### src/rtl/mkq_pkg.sv
package mkq_pkg;

    // Default number of records the queue can hold.
    localparam int MKQ_CAPACITY = 16;

    // Field widths fixed by the item format.
    localparam int KEY_W    = 16;
    localparam int STATUS_W = 2;
    localparam int LEFT_W   = 5;

    // Operation codes of an input item.
    localparam logic OP_INSERT  = 1'b0;
    localparam logic OP_EXTRACT = 1'b1;

    // Status codes of a result item.
    localparam logic [STATUS_W-1:0] ST_OK    = 2'd0;
    localparam logic [STATUS_W-1:0] ST_FULL  = 2'd1;
    localparam logic [STATUS_W-1:0] ST_EMPTY = 2'd2;

    // One stored process record.
    typedef struct packed {
        logic [KEY_W-1:0] id;
        logic [KEY_W-1:0] arrival;
        logic [KEY_W-1:0] service;
    } t_rec;

    // Control from the sequencer to the minimum search unit.
    typedef struct packed {
        logic en;
        logic first;
    } t_min_ctl;

endpackage

### src/rtl/min_key_extract_queue.sv
// Bounded priority queue of process records (id, arrival time, service time).
// Items are issued with start while busy is low, all fields on their own ports.
// An insert appends the record in arrival order; an extract removes the record
// with the smallest id, the oldest one among equal ids.
// Each item gives exactly one result, shown on the o_ ports for one cycle with
// o_valid high: a status, the extracted record (zero unless an extract
// succeeds) and the number of records held afterwards.
// An insert, a full insert or an empty extract answers in the cycle after
// it is accepted and busy stays low, so one such item can be issued every
// cycle. A successful extract first scans the record memory with the single
// comparator, one entry per cycle through its registered read port, then
// moves the entries behind the chosen record down one place per cycle.
// busy is high for that whole time.
// Reset empties the queue; the record memory itself is not cleared.
// The receiver cannot stall: a result must be taken in the cycle it is shown.
module min_key_extract_queue #(
    parameter int CAPACITY = mkq_pkg::MKQ_CAPACITY
) (
    input  logic                            i_clk,
    input  logic                            i_rst_n,
    input  logic                            start,
    output logic                            busy,
    input  logic                            i_op,
    input  logic [mkq_pkg::KEY_W-1:0]       i_process_id,
    input  logic [mkq_pkg::KEY_W-1:0]       i_arrival_time,
    input  logic [mkq_pkg::KEY_W-1:0]       i_service_time,
    output logic                            o_valid,
    output logic [mkq_pkg::STATUS_W-1:0]    o_status,
    output logic [mkq_pkg::KEY_W-1:0]       o_out_id,
    output logic [mkq_pkg::KEY_W-1:0]       o_out_arrival,
    output logic [mkq_pkg::KEY_W-1:0]       o_out_service,
    output logic [mkq_pkg::LEFT_W-1:0]      o_entries_left
);
    import mkq_pkg::*;

    localparam int IDX_W = $clog2(CAPACITY);
    localparam int CNT_W = $clog2(CAPACITY + 1);

    localparam logic [1:0] S_IDLE    = 2'd0;
    localparam logic [1:0] S_SCAN    = 2'd1;
    localparam logic [1:0] S_CSTART  = 2'd2;
    localparam logic [1:0] S_COMPACT = 2'd3;

    logic [1:0]       r_state, n_state;
    logic [CNT_W-1:0] r_count, n_count;
    logic [IDX_W-1:0] r_k, n_k;

    logic                r_valid, n_valid;
    logic [STATUS_W-1:0] r_status, n_status;
    t_rec                r_out, n_out;

    logic             w_accept;
    logic [CNT_W-1:0] w_k_next;
    logic             w_we;
    logic [IDX_W-1:0] w_waddr;
    t_rec             w_wdata;
    logic [IDX_W-1:0] w_raddr;
    t_rec             w_rdata;
    t_min_ctl         w_min_ctl;
    logic [IDX_W-1:0] w_best_idx;
    t_rec             w_best_rec;
    t_rec             w_in_rec;

    assign w_accept = start && !busy;
    assign busy     = (r_state != S_IDLE);
    assign w_k_next = CNT_W'(r_k) + CNT_W'(1);

    assign w_in_rec.id      = i_process_id;
    assign w_in_rec.arrival = i_arrival_time;
    assign w_in_rec.service = i_service_time;

    mkq_store #(
        .CAPACITY (CAPACITY)
    ) u_store (
        .i_clk   (i_clk),
        .i_we    (w_we),
        .i_waddr (w_waddr),
        .i_wdata (w_wdata),
        .i_raddr (w_raddr),
        .o_rdata (w_rdata)
    );

    mkq_min_unit #(
        .CAPACITY (CAPACITY)
    ) u_min (
        .i_clk      (i_clk),
        .i_ctl      (w_min_ctl),
        .i_idx      (r_k),
        .i_rec      (w_rdata),
        .o_best_idx (w_best_idx),
        .o_best_rec (w_best_rec)
    );

    // Sequencer: insert in one step, extract as scan then compaction.
    always_comb begin
        n_state   = r_state;
        n_count   = r_count;
        n_k       = r_k;
        n_valid   = 1'b0;
        n_status  = r_status;
        n_out     = r_out;
        w_we      = 1'b0;
        w_waddr   = r_k;
        w_wdata   = w_rdata;
        w_raddr   = w_k_next[IDX_W-1:0];
        w_min_ctl = '0;
        unique case (r_state)
            S_IDLE: begin
                w_raddr = '0;
                if (w_accept) begin
                    n_valid = 1'b1;
                    n_out   = '0;
                    if (i_op == OP_INSERT) begin
                        if (r_count == CNT_W'(CAPACITY)) begin
                            n_status = ST_FULL;
                        end else begin
                            w_we     = 1'b1;
                            w_waddr  = r_count[IDX_W-1:0];
                            w_wdata  = w_in_rec;
                            n_count  = r_count + CNT_W'(1);
                            n_status = ST_OK;
                        end
                    end else if (r_count == '0) begin
                        n_status = ST_EMPTY;
                    end else begin
                        n_valid = 1'b0;
                        n_k     = '0;
                        n_state = S_SCAN;
                    end
                end
            end
            S_SCAN: begin
                w_min_ctl.en    = 1'b1;
                w_min_ctl.first = (r_k == '0);
                n_k             = w_k_next[IDX_W-1:0];
                if (w_k_next == r_count) begin
                    n_state = S_CSTART;
                end
            end
            S_CSTART: begin
                w_raddr = w_best_idx + IDX_W'(1);
                n_k     = w_best_idx;
                n_state = S_COMPACT;
            end
            S_COMPACT: begin
                if (w_k_next < r_count) begin
                    // Move the entry behind position k down into k.
                    w_we    = 1'b1;
                    w_waddr = r_k;
                    w_wdata = w_rdata;
                    w_raddr = r_k + IDX_W'(2);
                    n_k     = w_k_next[IDX_W-1:0];
                end else begin
                    n_valid  = 1'b1;
                    n_status = ST_OK;
                    n_out    = w_best_rec;
                    n_count  = r_count - CNT_W'(1);
                    n_state  = S_IDLE;
                end
            end
            default: begin
                n_state = S_IDLE;
            end
        endcase
    end

    // Control state.
    always_ff @(posedge i_clk) begin
        if (!i_rst_n) begin
            r_state <= S_IDLE;
            r_count <= '0;
            r_valid <= 1'b0;
        end else begin
            r_state <= n_state;
            r_count <= n_count;
            r_valid <= n_valid;
        end
    end

    // Scan index and result payload.
    always_ff @(posedge i_clk) begin
        r_k      <= n_k;
        r_status <= n_status;
        r_out    <= n_out;
    end

    assign o_valid        = r_valid;
    assign o_status       = r_status;
    assign o_out_id       = r_out.id;
    assign o_out_arrival  = r_out.arrival;
    assign o_out_service  = r_out.service;
    assign o_entries_left = LEFT_W'(r_count);

endmodule

### src/rtl/mkq_store.sv
module mkq_store #(
    parameter int CAPACITY = mkq_pkg::MKQ_CAPACITY
) (
    input  logic                        i_clk,
    input  logic                        i_we,
    input  logic [$clog2(CAPACITY)-1:0] i_waddr,
    input  mkq_pkg::t_rec               i_wdata,
    input  logic [$clog2(CAPACITY)-1:0] i_raddr,
    output mkq_pkg::t_rec               o_rdata
);
    import mkq_pkg::*;

    t_rec r_mem [CAPACITY];
    t_rec r_rdata;

    // Record memory: one write port, one registered read port.
    always_ff @(posedge i_clk) begin
        if (i_we) begin
            r_mem[i_waddr] <= i_wdata;
        end
        r_rdata <= r_mem[i_raddr];
    end

    assign o_rdata = r_rdata;

endmodule

### src/rtl/mkq_min_unit.sv
module mkq_min_unit #(
    parameter int CAPACITY = mkq_pkg::MKQ_CAPACITY
) (
    input  logic                        i_clk,
    input  mkq_pkg::t_min_ctl           i_ctl,
    input  logic [$clog2(CAPACITY)-1:0] i_idx,
    input  mkq_pkg::t_rec               i_rec,
    output logic [$clog2(CAPACITY)-1:0] o_best_idx,
    output mkq_pkg::t_rec               o_best_rec
);
    import mkq_pkg::*;

    localparam int IDX_W = $clog2(CAPACITY);

    logic [IDX_W-1:0] r_best_idx;
    t_rec             r_best_rec;
    logic             w_take;

    // Shared key comparator. A strict compare keeps the oldest of equal ids.
    assign w_take = i_ctl.first || (i_rec.id < r_best_rec.id);

    // Running minimum over the records presented one per cycle.
    always_ff @(posedge i_clk) begin
        if (i_ctl.en && w_take) begin
            r_best_idx <= i_idx;
            r_best_rec <= i_rec;
        end
    end

    assign o_best_idx = r_best_idx;
    assign o_best_rec = r_best_rec;

endmodule
### config.mk
export PLATFORM = sky130hd
export DESIGN_NAME = min_key_extract_queue
export DESIGN_NICKNAME = d
export VERILOG_FILES = /design/src/rtl/mkq_pkg.sv /design/src/rtl/min_key_extract_queue.sv /design/src/rtl/mkq_store.sv /design/src/rtl/mkq_min_unit.sv
export SDC_FILE = /design/constraint.sdc
export NUM_CORES = 1
export LEC_CHECK = 0
export BUFFER_PORTS_ARGS = -buffer_cell sky130_fd_sc_hd__buf_2
export CAP_MARGIN = 0
export CELL_PAD_IN_SITES_DETAIL_PLACEMENT = 1
export CELL_PAD_IN_SITES_GLOBAL_PLACEMENT = 1
export CORE_AREA = 8 8 327 329
export CTS_BUF_LIST = sky130_fd_sc_hd__clkbuf_8
export DETAILED_ROUTE_END_ITERATION = 16
export DIE_AREA = 0 0 335 337
export GPL_TIMING_DRIVEN = 0
export PLACE_DENSITY = 0.67
export SLEW_MARGIN = 20
export SYNTH_ARGS = -nofsm -noshare
export SYNTH_HDL_FRONTEND = slang
export SYNTH_HIERARCHICAL = 1
export SYNTH_SLANG_ARGS = --single-unit
### constraint.sdc
create_clock -name i_clk -period 6.1 [get_ports i_clk]
set_input_delay 0.305 -clock i_clk [delete_from_list [all_inputs] [get_ports i_clk]]
set_output_delay 0.305 -clock i_clk [all_outputs]
set_load 0.005 [all_outputs]
==> results of run 1 <==
## critical path: stages (launching register included)
cell	delay, ns
edfxtp_1	0.54
ha_1	0.30
xor2_1	0.29
ha_1	0.31
a21oi_1	0.19
o221ai_2	0.17
nor2_1	0.59
a22oi_1	0.20
o22ai_1	0.61
and2_1	0.28
clkbuf_1	0.73
clkbuf_1	0.65
a22oi_1	0.21
nand2_1	0.17
## routing by layer
| metal | vias up | routed length, um |
|---|---|---|
| li1 | 7503 | - |
| met1 | 9414 | 38700 |
| met2 | 634 | 42300 |
| met3 | 118 | 6440 |
| met4 | 4 | 1600 |
| met5 | - | 26 |
## how the worst min path moves through the flow
stage,startpoint,endpoint,slack (ns),cells after the start
floorplan,u_store/o_rdata[0],u_min/o_best_rec[0],0.40,0
global placement,u_store/o_rdata[17],u_min/o_best_rec[17],0.42,0
detailed placement,u_store/o_rdata[16],u_min/o_best_rec[16],0.41,0
CTS,i_service_time[13],u_store/r_mem[3][13],0.006,2
global route,i_service_time[13],u_store/r_mem[3][13],0.04,2
finish,i_arrival_time[4],u_store/r_mem[13][20],0.08,2
## sequential cells by signal (all words and copies together) (netlist names)
register	flops
u_store/o_rdata	48
o_status	2
u_min/o_best_rec	48
u_store/r_mem	768
u_min/o_best_idx	4
o_out_arrival	16
o_out_id	16
r_state	2
r_k	4
o_valid	1
o_out_service	16
o_entries_left	5
## through the flow
stage	TNS (ns)	worst slack (ns)	instance area, sq um	utilization [%]	hold slack (ns)
2_1_floorplan	0	0.172	35300	-	0.403
3_3_place_gp	-2009.19	-4.71	37500	37.1	0.416
3_5_place_dp	0	0.853	38900	38.4	0.413
4_1_cts	0	0.812	42000	41.5	0.00576
5_1_grt	0	0.577	42000	41.5	0.0397
6_report	0	0.767	42000	41.5	0.0754
## kinds of logic after synthesis
kind of cell	share of synthesized area [%]
DFF	77.6
xor gates and xnor gates	0.199
buffers and inverters	1.54
AOI/OAI and AO/OA	3.08
muxes	14.0
adders and majority gates	1.16
and+or+nand+nor	2.50
## power by group through the flow
stage                     clock (uW)  combinational (uW)  sequential, uW
after floorplan                    0                2670            8640
after global placement             0                3850            8760
after detailed placement           0                4180            8720
after CTS                       5510                4210            8590
after global routing            5750                4470            8640
final                           5360                4130            8590
## repair_timing
action                                 CTS  global route
gates resized for setup                  0             0
endpoints found under the hold margin   89             0
hold buffers                            11             0
## cell type report
class	count	area (sq um)
sequential	930	27400
inverter	33	124
clock buffer	168	2310
clock inverter	114	714
timing repair buffer	186	1870
buffer	78	419
fill	9760	59300
multi-input combinational	605	7520
tap	1368	1710
antenna	2	5.00
## cells in the final DEF, fill, tap and decap left out, types with 38 or more instances in the layout
cell / n
edfxtp_1: 874
mux4_2: 192
clkbuf_8: 168
buf_2: 113
a22oi_1: 101
inv_1: 80
nand2_1: 64
dfxtp_1: 56
and2_1: 53
mux2_2: 48
buf_4: 38
==> results.cfg, run 1 <==
[setup_path]
crit_required_ns = 6.83
crit_start = r_k[0]
worstReg2RegStart = r_k[0]
crit_type = reg2reg
critPathCaptureType = register
arrival_ns = 6.06
endpoint = u_store/o_rdata[46]
reg2reg_slack_ns = 0.77
crit_fanout = 10
cp-start-kind = register
rr_endpoint = u_store/o_rdata[46]
reg2reg_depth = 13

[sta]
final.period_utilization_pct = 87.4
rsz0062_at_grt = false
drv_slew = 0
min_period_ns = 5.33
finalHoldViolations = 0
skew_ns = 0.0351
finalSetupViolations = 0
worst_pin_slew_ns = 1.00
relSlewSlack_pct = 33.1
fmax_mhz = 188

[drt]
vias = 17673
viasPerCell = 5.07
drt_iter0_markers = 1845
ant_nets = 0
wire_per_inst_um = 25.5
dr.pass1.iters = 5
wl_mm = 89.0
drc = 0

[placement]
dp_cells = 3189
gp_congestion = 0.732
port_buffers = 108
post-dp-hpwl_mm = 59.0

[power]
pwr-share-comb_pct = 22.8
leakage_uw = 0.0139
p_per_area_mw_per_mm2 = 430
p_seq_share_pct = 47.5
power.switching_uw = 5250
power_switching_share_pct = 29.1
clock_power_share_pct = 29.7
power.internal_uw = 12800
irDropWorstVdd_uv = 211
total_power_uw = 18100

[floorplanning]
ioPinCount = 109
num_rows = 117
core_area_sq_mm = 0.101
die_y_um = 337
fp.dieArea_sq_mm = 0.113
die_w_um = 335
start_util_pct = 34.8

[clocking]
clk_latency_ns = 0.80
cts_buffer_depth = 3
cts_tree = done
cts-htree-levels = 4
clk_pin_slew_worst_paths_ns = 0.07
cts_setup_buffers = 0
cts_root_buf = clkbuf_8
clock-sinks = 930
numCtsBuffers = 153

[global_route]
met1_usage_pct = 21.4
grt_max_degree = 21
grt_usage_pct = 15.6
grt_pass1_vias = 19132
antenna_found_initial = 5
grt-busiest-layer = met2
gr-usage-met3_pct = 3.85
overflow = 0
grt_first_pass_wirelength_mm = 129
grtUsageMet2_pct = 24.9

[synthesis]
ys.flop_type = edfxtp_1
ys_seq_area_share_pct = 77.6
netlist_top_cells_count = edfxtp_1, mux4_2, a22oi_1, nand2_1, dfxtp_1
synth_cells = 1646
synthesis.area_sq_mm = 0.0353
synth_edf_count = 874
syn_nets = 1730
ys_seq_elements = 930
synth.largest_area_cell = edfxtp_1
synth_area_per_cell_sq_um = 21.4
yosys_warnings = 6
synth_area_leaders = edfxtp_1, mux4_2, dfxtp_1
synthArstFlopShare_pct = 0
synth_most_common_cell = edfxtp_1
synth.distinct_cells = 51
synth_top_area_share_pct = 74.4

[finish]
nets = 2071
drive_above_1_share_pct = 32.3
layoutNonFillerInstCount = 3484
area.growth.synth_to_final_pct = 19.1

[worst_hold_path]
hold_class = in2reg

[run]
maxCapViolations = 0

[status]
outcome = finished, final reports clean
Note: power is estimated with default switching activity, not from simulation.
==> run 2, diff against run 1 <==
--- a/config.mk
+++ b/config.mk
@@ -9,12 +9,13 @@
 export CAP_MARGIN = 0
 export CELL_PAD_IN_SITES_DETAIL_PLACEMENT = 1
 export CELL_PAD_IN_SITES_GLOBAL_PLACEMENT = 1
-export CORE_AREA = 8 8 327 329
+export CORE_AREA = 8 8 307 309
 export CTS_BUF_LIST = sky130_fd_sc_hd__clkbuf_8
 export DETAILED_ROUTE_END_ITERATION = 16
-export DIE_AREA = 0 0 335 337
+export DIE_AREA = 0 0 315 317
 export GPL_TIMING_DRIVEN = 0
-export PLACE_DENSITY = 0.67
+export PLACE_DENSITY = 0.74
+export RECOVER_POWER = 100
 export SLEW_MARGIN = 20
 export SYNTH_ARGS = -nofsm -noshare
 export SYNTH_HDL_FRONTEND = slang
==> constraint.sdc (replaced) <==
create_clock -name i_clk -period 4.9 [get_ports i_clk]
set_input_delay 0.245 -clock i_clk [delete_from_list [all_inputs] [get_ports i_clk]]
set_output_delay 0.245 -clock i_clk [all_outputs]
set_load 0.005 [all_outputs]
==> run 2 against run 1 <==
The flow now finishes with violations (capacitance limit, slew limit). Die area down 12%. Flip-flop and latch count unchanged. Sequential share of layout area up 1.4 points. Fmax up 9.4%. Combinational power up 22%. Critical path depth down 5. Count of clock-buffer cells in the layout down 8. Sequential power up 25%. Critical path type unchanged.
==> results.cfg, run 2 (synthesis results as in run 1) <==
[global_route]
grt_max_degree = 21
grt_first_pass_wirelength_mm = 131
overflow = 0
antenna_found_initial = 4
grt_pass1_vias = 19626
grt_usage_pct = 18.1

[clocking]
numCtsBuffers = 143
clk_pin_slew_worst_paths_ns = 0.07
clock-sinks = 930
cts-htree-levels = 4
clk_latency_ns = 0.81
cts_setup_buffers = 0
cts_root_buf = clkbuf_8
cts_buffer_depth = 3
cts_tree = done

[finish]
final_area_sq_mm = 0.0412
nets = 2081
layout_common_cells = edfxtp_1, mux4_2, clkbuf_8
nFillCells = 8313
final_common_cell = edfxtp_1
largest-register = u_store/r_mem
post-route-util_pct = 46.1
area.growth.synth_to_final_pct = 16.6
drive_above_1_share_pct = 27.1
regArea_sq_mm = 0.0274
multi_input_area_sq_mm = 0.00747
largest_register_ff_count = 768

[sta]
hold_slack_ns = 0.0371
min_period_ns = 4.88
skew_ns = 0.0457
setup_tns_ns = 0
fin_ws_ns = 0.0238
worst_pin_slew_ns = 1.66
finalSetupViolations = 0
fmax_mhz = 205
final.period_utilization_pct = 99.5
rsz0062_at_grt = false
drv_slew = 12
finalHoldViolations = 0
relSlewSlack_pct = -10.9

[floorplanning]
core_area_sq_mm = 0.0893
ioPinCount = 109
die_y_um = 317
die_w_um = 315
num_rows = 110
fp.dieArea_sq_mm = 0.0999
start_util_pct = 39.5

[drt]
drt_iter0_markers = 2008
wire_per_inst_um = 27.4
wl_mm = 90.3
ant_nets = 0
dr.pass1.iters = 6
vias = 17875
viasPerCell = 5.43
drc = 0

[placement]
post-dp-hpwl_mm = 59.4
dp_slack_ns = -0.220
gp_congestion = 0.749
port_buffers = 108
dpl_cell_area_sq_mm = 0.0386

[setup_path]
arrival_ns = 5.35
crit_fanout = 13
crit_required_ns = 5.37
critPathCaptureType = register
crit_type = reg2reg
cp-start-kind = register

[power]
irDropWorstVdd_uv = 206
p_per_area_mw_per_mm2 = 534
leakage_uw = 0.0135

[status]
outcome = complete, but fails checks
violations = capacitance limit, slew limit

[worst_hold_path]
hold_class = in2reg

[run]
maxCapViolations = 2
## run 2: repair_timing
action                     4_1_cts  5_1_grt
hold endpoints to repair       596        0
setup endpoints to repair       31       47
hold buffers                    43        0
resized for setup               18       17
## run 2: power breakdown
part           total, uW  switching [uW]  internal, uW
Combinational       5040            3170          1870
Sequential         10700             325         10400
Clock               6190            3020          3180
Total              22000            6510         15500
## run 2: routing by layer
layer / part of all wire (%) / track usage, % / up-vias
met2: 49 / 30.2 / 794
met1: 41 / 23.6 / 9435
met3: 7.3 / 3.98 / 122
met5: 0 / 0 / -
li1: - / - / 7524
met4: 2.4 / 5.81 / 0
## run 2: per-stage QoR
step	instances	power (uW)
3_3_place_gp	2930	15600
5_1_grt	3292	22800
4_1_cts	3291	22300
3_5_place_dp	2985	16100
6_report	3294	22000
2_1_floorplan	1646	14100
## run 2: final cells by class
type | instances | share of cell area (%)
clock buffers | 160 | 5.35
repair buffers | 206 | 3.70
well taps | 1176 | 3.57
flip-flops and latches | 930 | 66.5
inverters | 33 | 0.301
plain buffers | 78 | 1.07
diodes | 3 | 0.0182
multi-input cells | 605 | 18.1
clock inverters | 103 | 1.36
## run 2: final timing paths
check                                        start                    to  slack, ns  depth (start not counted)
worst min register to register  u_store/o_rdata[3]   u_min/o_best_rec[3]       0.43                          0
worst min-delay path                         start            r_state[0]       0.04                          5
worst max-delay path                    r_state[0]  u_min/o_best_rec[20]       0.02                          8
worst max register to register          r_state[0]  u_min/o_best_rec[20]       0.02                          8
## run 2: worst max-delay path, cell delays in order, from the launching register on
cell and delay (ns):
dfxtp_1 0.44, ha_1 0.36, clkbuf_1 0.37, nand2_1 0.10
nor3_1 1.05, a2111oi_0 0.34, a211oi_4 0.78, clkbuf_1 0.75
buf_6 0.29
==> run 3, diff against run 2 <==
--- a/config.mk
+++ b/config.mk
@@ -15,7 +15,7 @@
 export DIE_AREA = 0 0 315 317
 export GPL_TIMING_DRIVEN = 0
 export PLACE_DENSITY = 0.74
-export RECOVER_POWER = 100
+export RECOVER_POWER = 25
 export SLEW_MARGIN = 20
 export SYNTH_ARGS = -nofsm -noshare
 export SYNTH_HDL_FRONTEND = slang
==> run 3 against run 2 <==
The flow now finishes without violations. Design area grew 1.6%. Routed wire length up 0.18%. Clock skew barely moved. Register-to-register slack improved by 0.22 ns. Combinational power increased by 3%. Hold slack got worse by 0.0028 ns. Non-clock buffer count did not move. Power up 0.52%. Flip-flop and latch count is the same. Clock power about the same. Global-route usage stayed put. Largest power group unchanged. Highest routed layer unchanged.
==> results.cfg, run 3 (synthesis results as in run 1) <==
[global_route]
grt_max_degree = 21
grt_usage_pct = 18.1
grt_pass1_vias = 19626
overflow = 0
grt_first_pass_wirelength_mm = 131
antenna_found_initial = 3

[status]
outcome = finished, final reports clean

[sta]
worst_pin_slew_ns = 1.14
relSlewSlack_pct = 23.7
finalSetupViolations = 0
final.period_utilization_pct = 95.0
finalHoldViolations = 0
min_period_ns = 4.66
skew_ns = 0.0460
fmax_mhz = 215
drv_slew = 0
setup_tns_ns = 0
rsz0062_at_grt = false

[setup_path]
critical_path_buf_inv_count = 2
cp_slowest_stage_delay_ns = 0.69
crit_required_ns = 5.63
crit_fanout = 10
cp_cell_sequence = ha_1 > nand2_1 > xnor2_1 > ha_1 > nand4_1 > o221ai_2 > nor2_2 > a22oi_1 > o22ai_1 > nor2_1 > clkbuf_1 > clkbuf_1 > a22oi_1 > nand2_1
worst_path_max_delay_cell = clkbuf_1
crit_type = reg2reg
critPathCaptureType = register
critPathTopFamily = buffers and inverters
arrival_ns = 5.38
cp-start-kind = register

[finish]
area.growth.synth_to_final_pct = 18.5
layout_common_cells = edfxtp_1, mux4_2, clkbuf_8
drive_above_1_share_pct = 28.6
nets = 2081
final_area_sq_mm = 0.0418
final_common_cell = edfxtp_1
largest_register_ff_count = 768
largest-register = u_store/r_mem
nFillCells = 8250

[clocking]
numCtsBuffers = 143
cts_buffer_depth = 3
cts_root_buf = clkbuf_8
cts_setup_buffers = 0
clock-sinks = 930
clk_pin_slew_worst_paths_ns = 0.07
cts_tree = done
cts-htree-levels = 4
clk_latency_ns = 0.81

[placement]
dpl_cell_area_sq_mm = 0.0386
post-dp-hpwl_mm = 59.4
port_buffers = 108
gp_congestion = 0.749

[floorplanning]
num_rows = 110
die_w_um = 315
fp.dieArea_sq_mm = 0.0999
ioPinCount = 109
start_util_pct = 39.5
core_area_sq_mm = 0.0893
die_y_um = 317

[power]
pwr-share-comb_pct = 23.4
power.switching_uw = 6540
irDropWorstVdd_uv = 207
power.internal_uw = 15500
power_switching_share_pct = 29.6
p_per_area_mw_per_mm2 = 528
p_seq_share_pct = 48.6
clock_power_share_pct = 28.0
leakage_uw = 0.0137

[drt]
vias = 17939
ant_nets = 0
viasPerCell = 5.45
dr.pass1.iters = 5
drt_iter0_markers = 2119
wire_per_inst_um = 27.5
wl_mm = 90.5
drc = 0

[worst_hold_path]
hold_class = in2reg

[run]
maxCapViolations = 0
[run 3: final timing paths]
check / cells after the start / slack (ns) / startpoint / to
max: 14 / 0.24 / r_k[2] / u_store/o_rdata[37]
min: 5 / 0.03 / start / r_state[0]
max reg2reg: 14 / 0.24 / r_k[2] / u_store/o_rdata[37]
min reg2reg: 0 / 0.43 / u_store/o_rdata[24] / u_min/o_best_rec[24]
[run 3: what timing repair did]
| action | CTS | global route |
|---|---|---|
| endpoints found under the setup margin | 31 | 47 |
| hold endpoints to repair | 596 | 0 |
| hold buffers | 43 | 0 |
| resized for setup | 18 | 17 |
[run 3: routing by layer]
layer | global-route usage [%] | share of wire (%)
met3 | 3.98 | 7.1
met4 | 5.81 | 2.3
met2 | 30.2 | 50
met1 | 23.6 | 41
met5 | 0 | 0
[run 3: power by group through the flow]
stage	sequential, uW	combinational, uW	clock [uW]
5_1_grt	10800	5530	6600
4_1_cts	10700	5250	6330
6_report	10700	5170	6190
3_3_place_gp	10900	4740	0
2_1_floorplan	10700	3340	0
3_5_place_dp	10900	5180	0
[run 3: final cells by class]
cell class	count	area, sq um	area share (%)
antenna	3	7.51	0.0180
buffer	78	453	1.08
clock buffer	160	2200	5.27
clock inverter	103	558	1.34
inverter	33	124	0.296
multi-input combinational	605	7530	18.0
sequential	930	27400	65.5
tap	1176	1470	3.52
timing repair buffer	206	2090	4.99
[run 3: through the flow]
step	util (%)	power (uW)	std cells	hold slack (ns)	setup slack (ns)
5_1_grt	46.8	22900	3292	0.0417	0.0462
3_3_place_gp	41.8	15600	2930	0.410	-2.95
6_report	46.8	22100	3294	0.0343	0.244
3_5_place_dp	43.3	16100	2985	0.414	-0.220
2_1_floorplan	-	14100	1646	0.374	-0.0658
4_1_cts	46.9	22300	3291	0.00213	0.00246
[run 3: worst min-delay path, stage by stage]
cell	delay, ns
buf_2	0.12
inv_1	0.07
o21ai_0	0.12
nand3b_1	0.16
mux2i_1	0.09
